==> src/hw/rtl/tcmm_pkg.sv <==
// Package for the tree cell moment merge block: command codes, FSM state type,
// controller/datapath command and status structs. No dependencies.
package tcmm_pkg;

  localparam logic CMD_LOAD = 1'b0;
  localparam logic CMD_GEOM = 1'b1;

  typedef enum logic [9:0] {
    ST_IDLE  = 10'b0000000001,
    ST_DIV   = 10'b0000000010,
    ST_DNEXT = 10'b0000000100,
    ST_DIFF  = 10'b0000001000,
    ST_SQ    = 10'b0000010000,
    ST_SUM   = 10'b0000100000,
    ST_SQRT  = 10'b0001000000,
    ST_ACC   = 10'b0010000000,
    ST_OUT   = 10'b0100000000,
    ST_LOAD  = 10'b1000000000
  } tcmm_state_t;

  typedef struct packed {
    logic       load;       // accept a daughter into the accumulators
    logic       geom;       // latch geometry, prepare division
    logic       div_start;  // start divider on axis div_axis
    logic [1:0] div_axis;
    logic       div_step;
    logic       div_end;    // store quotient for div_axis
    logic       dist_diff;  // form component distances for current point
    logic       dist_sq;
    logic       dist_sum;
    logic       sqrt_start;
    logic       sqrt_step;
    logic       dist_acc;   // fold root into bound
    logic       pt_next;    // advance to next point
    logic       out_load;
    logic       clear;
  } tcmm_cmd_t;

  typedef struct packed {
    logic div_done;
    logic sqrt_done;
    logic zero;
    logic last_pt;   // current point is the corner
  } tcmm_sts_t;

endpackage

==> src/hw/rtl/tcmm_ctrl.sv <==
// Controller FSM for the tree cell moment merge block.
// Depends on tcmm_pkg.
module tcmm_ctrl
  import tcmm_pkg::*;
(
  input  logic       clk,
  input  logic       rst_n,
  input  logic       in_fire,
  input  logic       in_cmd,
  input  logic       out_busy,
  input  tcmm_sts_t  sts,
  output logic       in_ready,
  output tcmm_cmd_t  cmd
);

  tcmm_state_t state_r, state_nxt;
  logic [1:0]  axis_r, axis_nxt;

  always_ff @(posedge clk) begin
    if (!rst_n) begin
      state_r <= ST_IDLE;
      axis_r  <= '0;
    end else begin
      state_r <= state_nxt;
      axis_r  <= axis_nxt;
    end
  end

  always_comb begin
    state_nxt = state_r;
    axis_nxt  = axis_r;
    cmd       = '0;
    cmd.div_axis = axis_r;
    in_ready  = 1'b0;
    case (state_r)
      ST_IDLE: begin
        in_ready = 1'b1;
        if (in_fire) begin
          if (in_cmd == CMD_GEOM) begin
            cmd.geom  = 1'b1;
            axis_nxt  = 2'd0;
            state_nxt = ST_DNEXT;
          end else begin
            cmd.load = 1'b1;
          end
        end
      end
      ST_DNEXT: begin
        cmd.div_start = 1'b1;
        state_nxt = ST_DIV;
      end
      ST_DIV: begin
        cmd.div_step = 1'b1;
        if (sts.div_done) begin
          cmd.div_end = 1'b1;
          if (axis_r == 2'd2) state_nxt = ST_DIFF;
          else begin
            axis_nxt  = axis_r + 2'd1;
            state_nxt = ST_DNEXT;
          end
        end
      end
      ST_DIFF: begin
        cmd.dist_diff = 1'b1;
        state_nxt = ST_SQ;
      end
      ST_SQ: begin
        cmd.dist_sq = 1'b1;
        state_nxt = ST_SUM;
      end
      ST_SUM: begin
        cmd.dist_sum   = 1'b1;
        state_nxt = ST_LOAD;
      end
      ST_LOAD: begin
        cmd.sqrt_start = 1'b1;
        state_nxt = ST_SQRT;
      end
      ST_SQRT: begin
        cmd.sqrt_step = 1'b1;
        if (sts.sqrt_done) state_nxt = ST_ACC;
      end
      ST_ACC: begin
        cmd.dist_acc = 1'b1;
        if (sts.last_pt) state_nxt = ST_OUT;
        else begin
          cmd.pt_next = 1'b1;
          state_nxt = ST_DIFF;
        end
      end
      ST_OUT: begin
        if (!out_busy) begin
          cmd.out_load = 1'b1;
          cmd.clear    = 1'b1;
          state_nxt    = ST_IDLE;
        end
      end
      default: state_nxt = ST_IDLE;
    endcase
  end

endmodule

==> config.mk <==
export PLATFORM = sky130hd
export DESIGN_NAME = tcmm_ctrl
export DESIGN_NICKNAME = d
export VERILOG_FILES = /design/src/hw/rtl/tcmm_pkg.sv /design/src/hw/rtl/tcmm_ctrl.sv
export SDC_FILE = /design/constraint.sdc
export NUM_CORES = 1
export LEC_CHECK = 0
export BUFFER_PORTS_ARGS = -buffer_cell sky130_fd_sc_hd__buf_4
export CORE_ASPECT_RATIO = 0.6
export CORE_MARGIN = 1.5
export CORE_UTILIZATION = 30
export CTS_CLUSTER_DIAMETER = 80
export DETAILED_ROUTE_END_ITERATION = 10
export GPL_TIMING_DRIVEN = 0
export PLACE_DENSITY = 0.55
export RECOVER_POWER = 50
export SLEW_MARGIN = 20
export SYNTH_ARGS = -nofsm -noshare
export SYNTH_HDL_FRONTEND = slang
export SYNTH_SLANG_ARGS = --single-unit
==> constraint.sdc <==
create_clock -name clk -period 6.2 [get_ports clk]
set_input_delay 0.31 -clock clk [delete_from_list [all_inputs] [get_ports clk]]
set_output_delay 0.31 -clock clk [all_outputs]
set_load 0.01 [all_outputs]
==> run_summary.xml, run 1 <==
<?xml version="1.0" encoding="UTF-8"?>
<metrics>
  <group name="place">
    <metric name="io_buffer_count" unit="">24</metric>
    <metric name="gpl.final_weighted_congestion" unit="">0.835</metric>
    <metric name="number_of_instances_in_the_placed_design" unit="">158</metric>
    <metric name="dp_hpwl" unit="um">1650</metric>
  </group>
  <group name="sta">
    <metric name="final_worst_path_period_share" unit="%">43.9</metric>
    <metric name="finalWorstPathRequiredPeriod" unit="ps">2720</metric>
    <metric name="timing_worst_slew_pin_value" unit="ps">801</metric>
    <metric name="clock.fmax" unit="GHz">0.367</metric>
    <metric name="timing.final.setup_violations" unit="">0</metric>
    <metric name="report.final.hold_viol_count" unit="">0</metric>
    <metric name="slew-limit-headroom" unit="%">46.1</metric>
    <metric name="tns" unit="ps">0</metric>
    <metric name="rsz0062_at_grt" unit="">no</metric>
    <metric name="final-max-slew-violation-count" unit="">0</metric>
    <metric name="clock_skew" unit="ps">3.58</metric>
  </group>
  <group name="clock_network">
    <metric name="cts_max_level" unit="">1</metric>
    <metric name="cts_repair_resize_count" unit="">0</metric>
    <metric name="clk_path_buf_depth" unit="">2</metric>
    <metric name="cts_made_buffers" unit="">3</metric>
    <metric name="cts_tree" unit="">built</metric>
    <metric name="hold_buffer_count_at_cts" unit="">0</metric>
    <metric name="cts.root.buffer_cell" unit="">sky130_fd_sc_hd__clkbuf_8</metric>
    <metric name="clock-sinks" unit="">12</metric>
    <metric name="cts.reportedPaths.clkPinSlew" unit="ps">50</metric>
    <metric name="clock_insertion_delay_worst_skew" unit="ps">250</metric>
    <metric name="cts_setup_buffers" unit="">0</metric>
  </group>
  <group name="grt">
    <metric name="grt_antenna_before_repair" unit="">0</metric>
    <metric name="grt_start_max_net_pins" unit="">11</metric>
    <metric name="grt_first_pass_wirelength" unit="um">3620</metric>
    <metric name="grt_remaining_overflow" unit="">0</metric>
    <metric name="gr-usage-all-layers" unit="%">15.5</metric>
    <metric name="grt_pass1_vias" unit="">764</metric>
  </group>
  <group name="detailed_routing">
    <metric name="detail_route.first_pass.iterations" unit="">4</metric>
    <metric name="detail_route.vias_per_cell" unit="">5.29</metric>
    <metric name="routed_wire_length_per_instance" unit="um">13.4</metric>
    <metric name="detailedRoute.firstIterationViolations" unit="">81</metric>
    <metric name="detail_route.drc_violations" unit="">0</metric>
    <metric name="postRouteWirelength" unit="um">2160</metric>
    <metric name="routed-via-count" unit="">852</metric>
    <metric name="antenna_violating_nets_left" unit="">0</metric>
  </group>
  <group name="critical_path">
    <metric name="category_of_the_critical_setup_timing_path" unit="">reg -&gt; out</metric>
    <metric name="critical_path_required" unit="ps">5890</metric>
    <metric name="r2r_setup_slack" unit="ps">3530</metric>
    <metric name="worst_path_arrival_time" unit="ps">2410</metric>
    <metric name="nature_of_the_critical_path_startpoint" unit="">flop</metric>
    <metric name="timing.critical_path.from" unit="">state_r[6]$_SDFFE_PN0P_</metric>
    <metric name="rr_worst_depth" unit="">6</metric>
    <metric name="startpoint_of_the_worst_register_to_register_path" unit="">state_r[6]$_SDFFE_PN0P_</metric>
    <metric name="crit_fanout" unit="">10</metric>
    <metric name="worstSetupEndpointType" unit="">output port</metric>
    <metric name="reg2reg_to" unit="">state_r[3]$_SDFFE_PN0P_</metric>
  </group>
  <group name="synthesis">
    <metric name="synth_edf_count" unit="">0</metric>
    <metric name="netlist-cell-type-count" unit="">38</metric>
    <metric name="synth_sequential_area_ratio" unit="%">29.3</metric>
    <metric name="synth.ff_latch_count" unit="">12</metric>
    <metric name="avgSynthCellArea" unit="um^2">8.03</metric>
    <metric name="syn_inst" unit="">102</metric>
    <metric name="synthesis.yosys.warnings" unit="">0</metric>
    <metric name="postSynth.topFlopCell" unit="">sky130_fd_sc_hd__dfxtp_1</metric>
    <metric name="postSynth.asyncResetShare" unit="%">0</metric>
    <metric name="syn-cell-area" unit="um^2">820</metric>
    <metric name="synthesis.nets" unit="">112</metric>
  </group>
  <group name="status">
    <metric name="run_status" unit="">completed</metric>
  </group>
  <group name="pwr">
    <metric name="power_density" unit="nW/um^2">269</metric>
    <metric name="ir_drop" unit="V">0.000114</metric>
    <metric name="power.clock.fraction" unit="%">26.3</metric>
    <metric name="power_share_of_the_sequential_group" unit="%">32.3</metric>
    <metric name="total_switching_power" unit="uW">102</metric>
    <metric name="power.leakage" unit="nW">0.423</metric>
    <metric name="pwr-share-comb" unit="%">41.4</metric>
    <metric name="internal_power" unit="uW">175</metric>
    <metric name="power_switching_share" unit="%">36.9</metric>
  </group>
  <group name="run">
    <metric name="timing.max_cap.violations" unit="">0</metric>
  </group>
  <group name="layout">
    <metric name="layout.cells.most_common" unit="">sky130_fd_sc_hd__buf_4</metric>
    <metric name="mostFrequentLayoutCells" unit="">sky130_fd_sc_hd__buf_4 (18), sky130_fd_sc_hd__nor2_1 (13), sky130_fd_sc_hd__dfxtp_1 (12)</metric>
    <metric name="fillerInstances" unit="">272</metric>
    <metric name="final_cell_count_no_fill" unit="">161</metric>
    <metric name="design.final.nets" unit="">141</metric>
    <metric name="n_antenna_cell" unit="">0</metric>
    <metric name="synthToLayoutAreaGrowth" unit="%">25.6</metric>
    <metric name="drive_gt1_share" unit="%">20.9</metric>
  </group>
  <group name="floorplanning">
    <metric name="core" unit="um^2">2540</metric>
    <metric name="floorplan.die.height" unit="um">43.5</metric>
    <metric name="ios" unit="">26</metric>
    <metric name="dieArea" unit="um^2">3060</metric>
    <metric name="starting_density" unit="%">32.3</metric>
    <metric name="die_w" unit="um">70.5</metric>
    <metric name="num_rows" unit="">14</metric>
  </group>
  <group name="worst_hold_path">
    <metric name="hp-class" unit="">in -&gt; reg</metric>
    <metric name="min_to" unit="">state_r[0]$_SDFFE_PN1P_</metric>
    <metric name="hold_path_startpoint" unit="">rst_n</metric>
    <metric name="holdPathStages" unit="">2</metric>
  </group>
</metrics>
==> synthesized netlist by cell type, drive strengths merged (2+ instances only) <==
master / number / share of area (%)
nor2: 13 / 6.0
dfxtp: 12 / 29
nor4b: 7 / 9.0
inv: 6 / 2.7
nand2: 6 / 2.7
nor3: 5 / 3.1
a21oi: 4 / 2.4
nand3: 4 / 2.4
nor4: 4 / 4.9
or4: 4 / 4.1
buf: 3 / 2.7
clkbuf: 3 / 1.4
nand2b: 3 / 2.3
nor3b: 3 / 2.7
o21a: 3 / 2.7
nor2b: 2 / 1.5
o21ai: 2 / 1.2
or3b: 2 / 2.1
xor2: 2 / 2.1
==> worst max-delay path: stages (launching register included) <==
cell	delay, ps
sky130_fd_sc_hd__dfxtp_1	300
sky130_fd_sc_hd__buf_6	130
sky130_fd_sc_hd__or4_1	540
sky130_fd_sc_hd__or4_1	500
sky130_fd_sc_hd__nor4b_1	490
sky130_fd_sc_hd__buf_4	210
==> through the flow <==
step	power (mW)	worst slack (ps)	utilization [%]	hold WS, ps	area, um^2
2_1_floorplan	0.171	3760	-	382	820
3_3_place_gp	0.208	3860	40.9	492	1040
3_5_place_dp	0.209	3830	40.9	502	1040
4_1_cts	0.283	3550	42.6	299	1080
5_1_grt	0.294	3310	40.5	318	1030
6_report	0.277	3480	40.5	303	1030
==> cells by family after synthesis <==
logic type               share of synthesized area, %
AND/OR/NAND/NOR                                  46.7
AO/OA/AOI/OAI                                    13.4
buffers and inverters                            6.87
flip-flops                                       29.3
XOR/XNOR                                         2.14
adder cells (fa/ha/maj)                          1.53
==> worst max-delay path by stage <==
stage                         endpoint  slack [ps]  depth (start not counted)
2_1_floorplan                   cmd[1]        3760                          5
3_3_place_gp                    cmd[1]        3860                          6
3_5_place_dp                    cmd[1]        3830                          6
4_1_cts                         cmd[1]        3550                          6
5_1_grt        state_r[3]$_SDFFE_PN0P_        3310                          6
6_report                        cmd[5]        3480                          5
==> power by group through the flow <==
stage	registers (mW)	logic [mW]	clock network (mW)
2_1_floorplan	0.0891	0.0816	0
3_3_place_gp	0.0906	0.118	0
5_1_grt	0.0899	0.126	0.0785
3_5_place_dp	0.0906	0.118	0
4_1_cts	0.0890	0.118	0.0752
6_report	0.0895	0.115	0.0729
==> routing by layer <==
| metal | wire length (um) | share of wire, % | vias to the layer above | global-route usage (%) |
|---|---|---|---|---|
| met5 | 0 | 0 | - | 0 |
| met4 | 38 | 1.8 | 0 | 6.92 |
| met3 | 111 | 5.1 | 4 | 5.58 |
| met2 | 907 | 42 | 16 | 21.7 |
| met1 | 1110 | 51 | 405 | 21.5 |
| li1 | - | - | 427 | - |
==> layout make-up <==
| cell class | count | area (um^2) | area share (%) |
|---|---|---|---|
| plain buffers | 6 | 33.8 | 3.28 |
| repair buffers | 24 | 154 | 14.9 |
| inverters | 6 | 22.5 | 2.19 |
| multi-input cells | 78 | 498 | 48.4 |
| clock buffers | 3 | 41.3 | 4.01 |
| flip-flops and latches | 12 | 240 | 23.3 |
| well taps | 32 | 40.0 | 3.89 |
==> state kept, by name, summed over array words and instances (netlist names) <==
signal and flops:
axis_r 2, state_r 10
Note: power is estimated with default switching activity, not from simulation.
==> run 2, diff against run 1 <==
--- a/config.mk
+++ b/config.mk
@@ -12,7 +12,7 @@
 export CTS_CLUSTER_DIAMETER = 80
 export DETAILED_ROUTE_END_ITERATION = 10
 export GPL_TIMING_DRIVEN = 0
-export PLACE_DENSITY = 0.55
+export PLACE_DENSITY = 0.57
 export RECOVER_POWER = 50
 export SLEW_MARGIN = 20
 export SYNTH_ARGS = -nofsm -noshare
==> constraint.sdc (replaced) <==
create_clock -name clk -period 2.5 [get_ports clk]
set_input_delay 0.125 -clock clk [delete_from_list [all_inputs] [get_ports clk]]
set_output_delay 0.125 -clock clk [all_outputs]
set_load 0.01 [all_outputs]
==> run_summary.xml, run 2 (synthesis gave the netlist of run 1 again) <==
<?xml version="1.0" encoding="UTF-8"?>
<metrics>
  <group name="sta">
    <metric name="clock_skew" unit="ps">1.13</metric>
    <metric name="final-max-slew-violation-count" unit="">0</metric>
    <metric name="timing.final.setup_violations" unit="">0</metric>
    <metric name="report.final.hold_viol_count" unit="">0</metric>
    <metric name="slew-limit-headroom" unit="%">65.4</metric>
    <metric name="timing_worst_slew_pin_value" unit="ps">512</metric>
    <metric name="tns" unit="ps">0</metric>
    <metric name="clock.fmax" unit="GHz">0.420</metric>
    <metric name="finalWorstPathRequiredPeriod" unit="ps">2380</metric>
    <metric name="final_worst_path_period_share" unit="%">95.3</metric>
    <metric name="rsz0062_at_grt" unit="">no</metric>
  </group>
  <group name="pwr">
    <metric name="ir_drop" unit="V">0.000279</metric>
    <metric name="power.leakage" unit="nW">0.439</metric>
    <metric name="power_density" unit="nW/um^2">687</metric>
    <metric name="total_power" unit="uW">739</metric>
  </group>
  <group name="floorplanning">
    <metric name="die_w" unit="um">70.5</metric>
    <metric name="starting_density" unit="%">32.3</metric>
    <metric name="floorplan.die.height" unit="um">43.5</metric>
    <metric name="dieArea" unit="um^2">3060</metric>
    <metric name="num_rows" unit="">14</metric>
    <metric name="core" unit="um^2">2540</metric>
    <metric name="ios" unit="">26</metric>
  </group>
  <group name="layout">
    <metric name="n_antenna_cell" unit="">0</metric>
    <metric name="multi_input_comb_area" unit="um^2">526</metric>
    <metric name="largest_register_ffs" unit="">10</metric>
    <metric name="synthToLayoutAreaGrowth" unit="%">31.1</metric>
    <metric name="layout.cells.most_common" unit="">sky130_fd_sc_hd__buf_4</metric>
    <metric name="post-route-util" unit="%">42.3</metric>
    <metric name="mostFrequentLayoutCells" unit="">sky130_fd_sc_hd__buf_4 (19), sky130_fd_sc_hd__nor2_1 (13), sky130_fd_sc_hd__dfxtp_1 (12)</metric>
    <metric name="layout.area.seq" unit="um^2">240</metric>
    <metric name="top_register" unit="">state_r</metric>
    <metric name="drive_gt1_share" unit="%">26.2</metric>
    <metric name="design.final.nets" unit="">141</metric>
    <metric name="fillerInstances" unit="">262</metric>
    <metric name="reg_top3" unit="">state_r: 10 flops, axis_r: 2 flops</metric>
  </group>
  <group name="detailed_routing">
    <metric name="detailedRoute.firstIterationViolations" unit="">92</metric>
    <metric name="detail_route.first_pass.iterations" unit="">4</metric>
    <metric name="postRouteWirelength" unit="um">2230</metric>
    <metric name="antenna_violating_nets_left" unit="">0</metric>
    <metric name="routed_wire_length_per_instance" unit="um">13.7</metric>
    <metric name="detail_route.drc_violations" unit="">0</metric>
    <metric name="routed-via-count" unit="">859</metric>
    <metric name="detail_route.vias_per_cell" unit="">5.30</metric>
  </group>
  <group name="clock_network">
    <metric name="clock-sinks" unit="">12</metric>
    <metric name="cts_max_level" unit="">1</metric>
    <metric name="cts.reportedPaths.clkPinSlew" unit="ps">60</metric>
    <metric name="cts_repair_resize_count" unit="">0</metric>
    <metric name="cts_setup_buffers" unit="">0</metric>
    <metric name="clock_insertion_delay_worst_skew" unit="ps">240</metric>
    <metric name="cts_tree" unit="">built</metric>
    <metric name="hold_buffer_count_at_cts" unit="">0</metric>
    <metric name="cts.root.buffer_cell" unit="">sky130_fd_sc_hd__clkbuf_8</metric>
    <metric name="clk_path_buf_depth" unit="">2</metric>
    <metric name="cts_made_buffers" unit="">3</metric>
  </group>
  <group name="critical_path">
    <metric name="cp.buffers_inverters" unit="">2</metric>
    <metric name="r2r_setup_slack" unit="ps">160</metric>
    <metric name="crit_slowest_cell" unit="">sky130_fd_sc_hd__or4_1</metric>
    <metric name="critical_path_required" unit="ps">2380</metric>
    <metric name="crit_chain" unit="">buf_6, or4_1, or4_4, nor4b_2, buf_4</metric>
    <metric name="crit_fanout" unit="">10</metric>
    <metric name="cpLargestDelayFamily" unit="">simple AND/OR/NAND/NOR gates</metric>
    <metric name="worstSetupEndpointType" unit="">output port</metric>
    <metric name="category_of_the_critical_setup_timing_path" unit="">reg -&gt; out</metric>
    <metric name="reg2reg_to" unit="">state_r[2]$_SDFFE_PN0P_</metric>
    <metric name="critPathMaxStageDelay" unit="ps">540</metric>
    <metric name="rr_worst_depth" unit="">6</metric>
    <metric name="nature_of_the_critical_path_startpoint" unit="">flop</metric>
    <metric name="worst_path_arrival_time" unit="ps">2260</metric>
    <metric name="startpoint_of_the_worst_register_to_register_path" unit="">state_r[6]$_SDFFE_PN0P_</metric>
  </group>
  <group name="run">
    <metric name="timing.max_cap.violations" unit="">0</metric>
  </group>
  <group name="grt">
    <metric name="grt_first_pass_wirelength" unit="um">3490</metric>
    <metric name="grt_antenna_before_repair" unit="">0</metric>
    <metric name="gr-usage-all-layers" unit="%">14.8</metric>
    <metric name="grt_start_max_net_pins" unit="">11</metric>
    <metric name="grt_pass1_vias" unit="">758</metric>
    <metric name="grt_remaining_overflow" unit="">0</metric>
  </group>
  <group name="worst_hold_path">
    <metric name="holdPathStages" unit="">2</metric>
    <metric name="min_to" unit="">state_r[0]$_SDFFE_PN1P_</metric>
    <metric name="hold_path_startpoint" unit="">rst_n</metric>
    <metric name="hp-class" unit="">in -&gt; reg</metric>
  </group>
  <group name="status">
    <metric name="run_status" unit="">completed</metric>
  </group>
  <group name="place">
    <metric name="io_buffer_count" unit="">24</metric>
    <metric name="dp_hpwl" unit="um">1710</metric>
    <metric name="gpl.final_weighted_congestion" unit="">0.836</metric>
  </group>
</metrics>
## run 2: cell types whose count changed in the layout (fill, tap and decap cells not counted)
| cell | change |
|---|---|
| sky130_fd_sc_hd__buf_4 | +1 |
| sky130_fd_sc_hd__clkbuf_1 | -1 |
| sky130_fd_sc_hd__clkbuf_8 | +1 |
| sky130_fd_sc_hd__nor3_1 | -1 |
| sky130_fd_sc_hd__nor3_2 | +1 |
| sky130_fd_sc_hd__nor4_1 | -2 |
| sky130_fd_sc_hd__nor4_2 | +2 |
| sky130_fd_sc_hd__nor4b_1 | -1 |
| sky130_fd_sc_hd__nor4b_2 | +1 |
| sky130_fd_sc_hd__or4_1 | -1 |
| sky130_fd_sc_hd__or4_4 | +1 |
## run 2: power breakdown
| group | switching (mW) | internal (mW) | total [mW] |
|---|---|---|---|
| sequential | 0.0130 | 0.208 | 0.221 |
| clock | 0.0778 | 0.139 | 0.217 |
| combinational | 0.175 | 0.126 | 0.301 |
| total | 0.266 | 0.473 | 0.739 |
## run 2: metal layers
layer	part of all wire [%]	global-route usage [%]
met3	7.6	5.58
met4	0.81	3.46
met5	0	0
met2	41	21.7
met1	50	20.9
## run 2: final cells by class
type | count | area share [%]
well taps | 32 | 3.73
flip-flops and latches | 12 | 22.4
clock buffers | 4 | 5.12
inverters | 6 | 2.10
multi-input cells | 78 | 48.9
repair buffers | 24 | 14.7
plain buffers | 6 | 3.14
## run 2: stage by stage
| step | instances | area (um^2) | setup slack, ps | hold WS (ps) |
|---|---|---|---|---|
| after global placement | 158 | 1040 | 283 | 365 |
| after floorplan | 102 | 820 | 243 | 197 |
| after global routing | 162 | 1070 | 9.43 | 141 |
| after CTS | 162 | 1090 | 47.3 | 124 |
| after detailed placement | 158 | 1040 | 283 | 378 |
| final | 162 | 1070 | 118 | 126 |
## run 2: worst max path at each step
stage	start	end	slack (ps)	depth (start not counted)
2_1_floorplan	state_r[6]$_SDFFE_PN0P_	cmd[1]	240	5
3_3_place_gp	state_r[6]$_SDFFE_PN0P_	state_r[3]$_SDFFE_PN0P_	280	6
3_5_place_dp	state_r[6]$_SDFFE_PN0P_	state_r[3]$_SDFFE_PN0P_	280	6
4_1_cts	state_r[6]$_SDFFE_PN0P_	cmd[1]	50	6
5_1_grt	state_r[6]$_SDFFE_PN0P_	cmd[5]	9	5
6_report	state_r[6]$_SDFFE_PN0P_	cmd[5]	120	5
==> run 3, diff against run 2 <==
--- a/config.mk
+++ b/config.mk
@@ -12,6 +12,7 @@
 export CTS_CLUSTER_DIAMETER = 80
 export DETAILED_ROUTE_END_ITERATION = 10
 export GPL_TIMING_DRIVEN = 0
+export MAX_ROUTING_LAYER = met4
 export PLACE_DENSITY = 0.57
 export RECOVER_POWER = 50
 export SLEW_MARGIN = 20
==> run_summary.xml, run 3 (synthesis gave the netlist of run 1 again) <==
<?xml version="1.0" encoding="UTF-8"?>
<metrics>
  <group name="critical_path">
    <metric name="startpoint_of_the_worst_register_to_register_path" unit="">state_r[6]$_SDFFE_PN0P_</metric>
    <metric name="worstSetupEndpointType" unit="">output port</metric>
    <metric name="crit_fanout" unit="">10</metric>
    <metric name="worst_path_arrival_time" unit="ps">2260</metric>
    <metric name="timing.critical_path.from" unit="">state_r[6]$_SDFFE_PN0P_</metric>
    <metric name="nature_of_the_critical_path_startpoint" unit="">flop</metric>
    <metric name="critical_path_required" unit="ps">2380</metric>
    <metric name="category_of_the_critical_setup_timing_path" unit="">reg -&gt; out</metric>
  </group>
  <group name="layout">
    <metric name="mostFrequentLayoutCells" unit="">sky130_fd_sc_hd__buf_4 (19), sky130_fd_sc_hd__nor2_1 (13), sky130_fd_sc_hd__dfxtp_1 (12)</metric>
    <metric name="fillerInstances" unit="">262</metric>
    <metric name="reg_top3" unit="">state_r: 10 flops, axis_r: 2 flops</metric>
    <metric name="layout.area.seq" unit="um^2">240</metric>
    <metric name="design.final.nets" unit="">141</metric>
    <metric name="drive_gt1_share" unit="%">26.2</metric>
    <metric name="final_cell_count_no_fill" unit="">162</metric>
    <metric name="synthToLayoutAreaGrowth" unit="%">31.1</metric>
    <metric name="largest_register_ffs" unit="">10</metric>
    <metric name="n_antenna_cell" unit="">0</metric>
    <metric name="layout.cells.most_common" unit="">sky130_fd_sc_hd__buf_4</metric>
    <metric name="multi_input_comb_area" unit="um^2">526</metric>
    <metric name="top_register" unit="">state_r</metric>
  </group>
  <group name="floorplanning">
    <metric name="floorplan.die.height" unit="um">43.5</metric>
    <metric name="starting_density" unit="%">32.3</metric>
    <metric name="num_rows" unit="">14</metric>
    <metric name="dieArea" unit="um^2">3060</metric>
    <metric name="die_w" unit="um">70.5</metric>
    <metric name="ios" unit="">26</metric>
    <metric name="core" unit="um^2">2540</metric>
  </group>
  <group name="clock_network">
    <metric name="cts.root.buffer_cell" unit="">sky130_fd_sc_hd__clkbuf_8</metric>
    <metric name="clk_path_buf_depth" unit="">2</metric>
    <metric name="clock-sinks" unit="">12</metric>
    <metric name="cts.reportedPaths.clkPinSlew" unit="ps">60</metric>
    <metric name="cts_made_buffers" unit="">3</metric>
    <metric name="cts_tree" unit="">built</metric>
    <metric name="cts_repair_resize_count" unit="">0</metric>
    <metric name="clock_insertion_delay_worst_skew" unit="ps">240</metric>
    <metric name="cts_setup_buffers" unit="">0</metric>
    <metric name="hold_buffer_count_at_cts" unit="">0</metric>
    <metric name="cts_max_level" unit="">1</metric>
  </group>
  <group name="place">
    <metric name="gpl.final_weighted_congestion" unit="">0.849</metric>
    <metric name="dp_hpwl" unit="um">1710</metric>
    <metric name="number_of_instances_in_the_placed_design" unit="">158</metric>
    <metric name="io_buffer_count" unit="">24</metric>
  </group>
  <group name="detailed_routing">
    <metric name="detailedRoute.firstIterationViolations" unit="">87</metric>
    <metric name="detailroute.wirelength.met3" unit="um">142</metric>
    <metric name="routed-via-count" unit="">862</metric>
    <metric name="top_layer" unit="">met4</metric>
    <metric name="antenna_violating_nets_left" unit="">0</metric>
    <metric name="routed_wire_length_per_instance" unit="um">13.8</metric>
    <metric name="detail_route.vias_per_cell" unit="">5.32</metric>
    <metric name="m1WireLength" unit="um">1130</metric>
    <metric name="detail_route.drc_violations" unit="">0</metric>
    <metric name="detail_route.first_pass.iterations" unit="">4</metric>
    <metric name="postRouteWirelength" unit="um">2240</metric>
    <metric name="route.met2.wl" unit="um">941</metric>
  </group>
  <group name="run">
    <metric name="timing.max_cap.violations" unit="">0</metric>
  </group>
  <group name="pwr">
    <metric name="power_density" unit="nW/um^2">688</metric>
    <metric name="ir_drop" unit="V">0.000280</metric>
    <metric name="power.leakage" unit="nW">0.439</metric>
  </group>
  <group name="sta">
    <metric name="timing.final.setup_violations" unit="">0</metric>
    <metric name="rsz0062_at_grt" unit="">no</metric>
    <metric name="slew-limit-headroom" unit="%">65.4</metric>
    <metric name="timing_worst_slew_pin_value" unit="ps">512</metric>
    <metric name="report.final.hold_viol_count" unit="">0</metric>
    <metric name="clock_skew" unit="ps">1.12</metric>
    <metric name="tns" unit="ps">0</metric>
    <metric name="clock.fmax" unit="GHz">0.419</metric>
    <metric name="final-max-slew-violation-count" unit="">0</metric>
    <metric name="finalWorstPathRequiredPeriod" unit="ps">2390</metric>
    <metric name="final_worst_path_period_share" unit="%">95.5</metric>
  </group>
  <group name="grt">
    <metric name="grt_pass1_vias" unit="">755</metric>
    <metric name="grt_first_pass_wirelength" unit="um">3490</metric>
    <metric name="grt_remaining_overflow" unit="">0</metric>
    <metric name="gr-usage-all-layers" unit="%">15.3</metric>
    <metric name="grt_start_max_net_pins" unit="">11</metric>
    <metric name="grt_antenna_before_repair" unit="">0</metric>
  </group>
  <group name="status">
    <metric name="run_status" unit="">completed</metric>
  </group>
  <group name="worst_hold_path">
    <metric name="hold_path_startpoint" unit="">rst_n</metric>
    <metric name="hp-class" unit="">in -&gt; reg</metric>
  </group>
</metrics>
==> run 3: critical path: stages (launching register included) <==
cell and delay [ps]:
sky130_fd_sc_hd__dfxtp_1 300, sky130_fd_sc_hd__buf_6 130, sky130_fd_sc_hd__or4_1 550, sky130_fd_sc_hd__or4_4 480, sky130_fd_sc_hd__nor4b_2 380, sky130_fd_sc_hd__buf_4 190
==> run 3: cell type report <==
class | count | share of cell area [%]
sequential | 12 | 22.4
clock buffer | 4 | 5.12
timing repair buffer | 24 | 14.7
buffer | 6 | 3.14
inverter | 6 | 2.10
multi-input combinational | 78 | 48.9
tap | 32 | 3.73
==> run 3: per-stage QoR <==
| stage | power (mW) | worst slack, ps | util, % | instance area, um^2 | hold WS (ps) |
|---|---|---|---|---|---|
| 2_1_floorplan | 0.423 | 243 | - | 820 | 197 |
| 3_3_place_gp | 0.517 | 283 | 40.9 | 1040 | 365 |
| 3_5_place_dp | 0.517 | 283 | 40.9 | 1040 | 378 |
| 4_1_cts | 0.739 | 47.3 | 43.1 | 1090 | 124 |
| 5_1_grt | 0.786 | 9.43 | 42.3 | 1070 | 141 |
| 6_report | 0.740 | 113 | 42.3 | 1070 | 126 |
==> run 3: metal layers <==
layer / track usage, % / vias to the layer above
li1: - / 430
met1: 20.9 / 398
met2: 21.7 / 32
met3: 5.58 / 2
met4: 3.46 / 0
met5: - / -
==> run 3: worst paths after layout <==
kind,depth (start not counted),slack (ps),to
worst max-delay path,5,110,cmd[5]
worst min-delay path,2,130,state_r[0]$_SDFFE_PN1P_
worst max register to register,6,160,state_r[2]$_SDFFE_PN0P_
worst min register to register,2,510,axis_r[0]$_SDFFE_PN0P_
==> run 3: power breakdown <==
group          internal (mW)  total (mW)  leakage (nW)  switching [mW]
Combinational          0.126       0.302         0.313           0.176
Clock                  0.139       0.217        0.0288          0.0780
Sequential             0.208       0.221        0.0972          0.0128
Total                  0.473       0.740         0.439           0.267
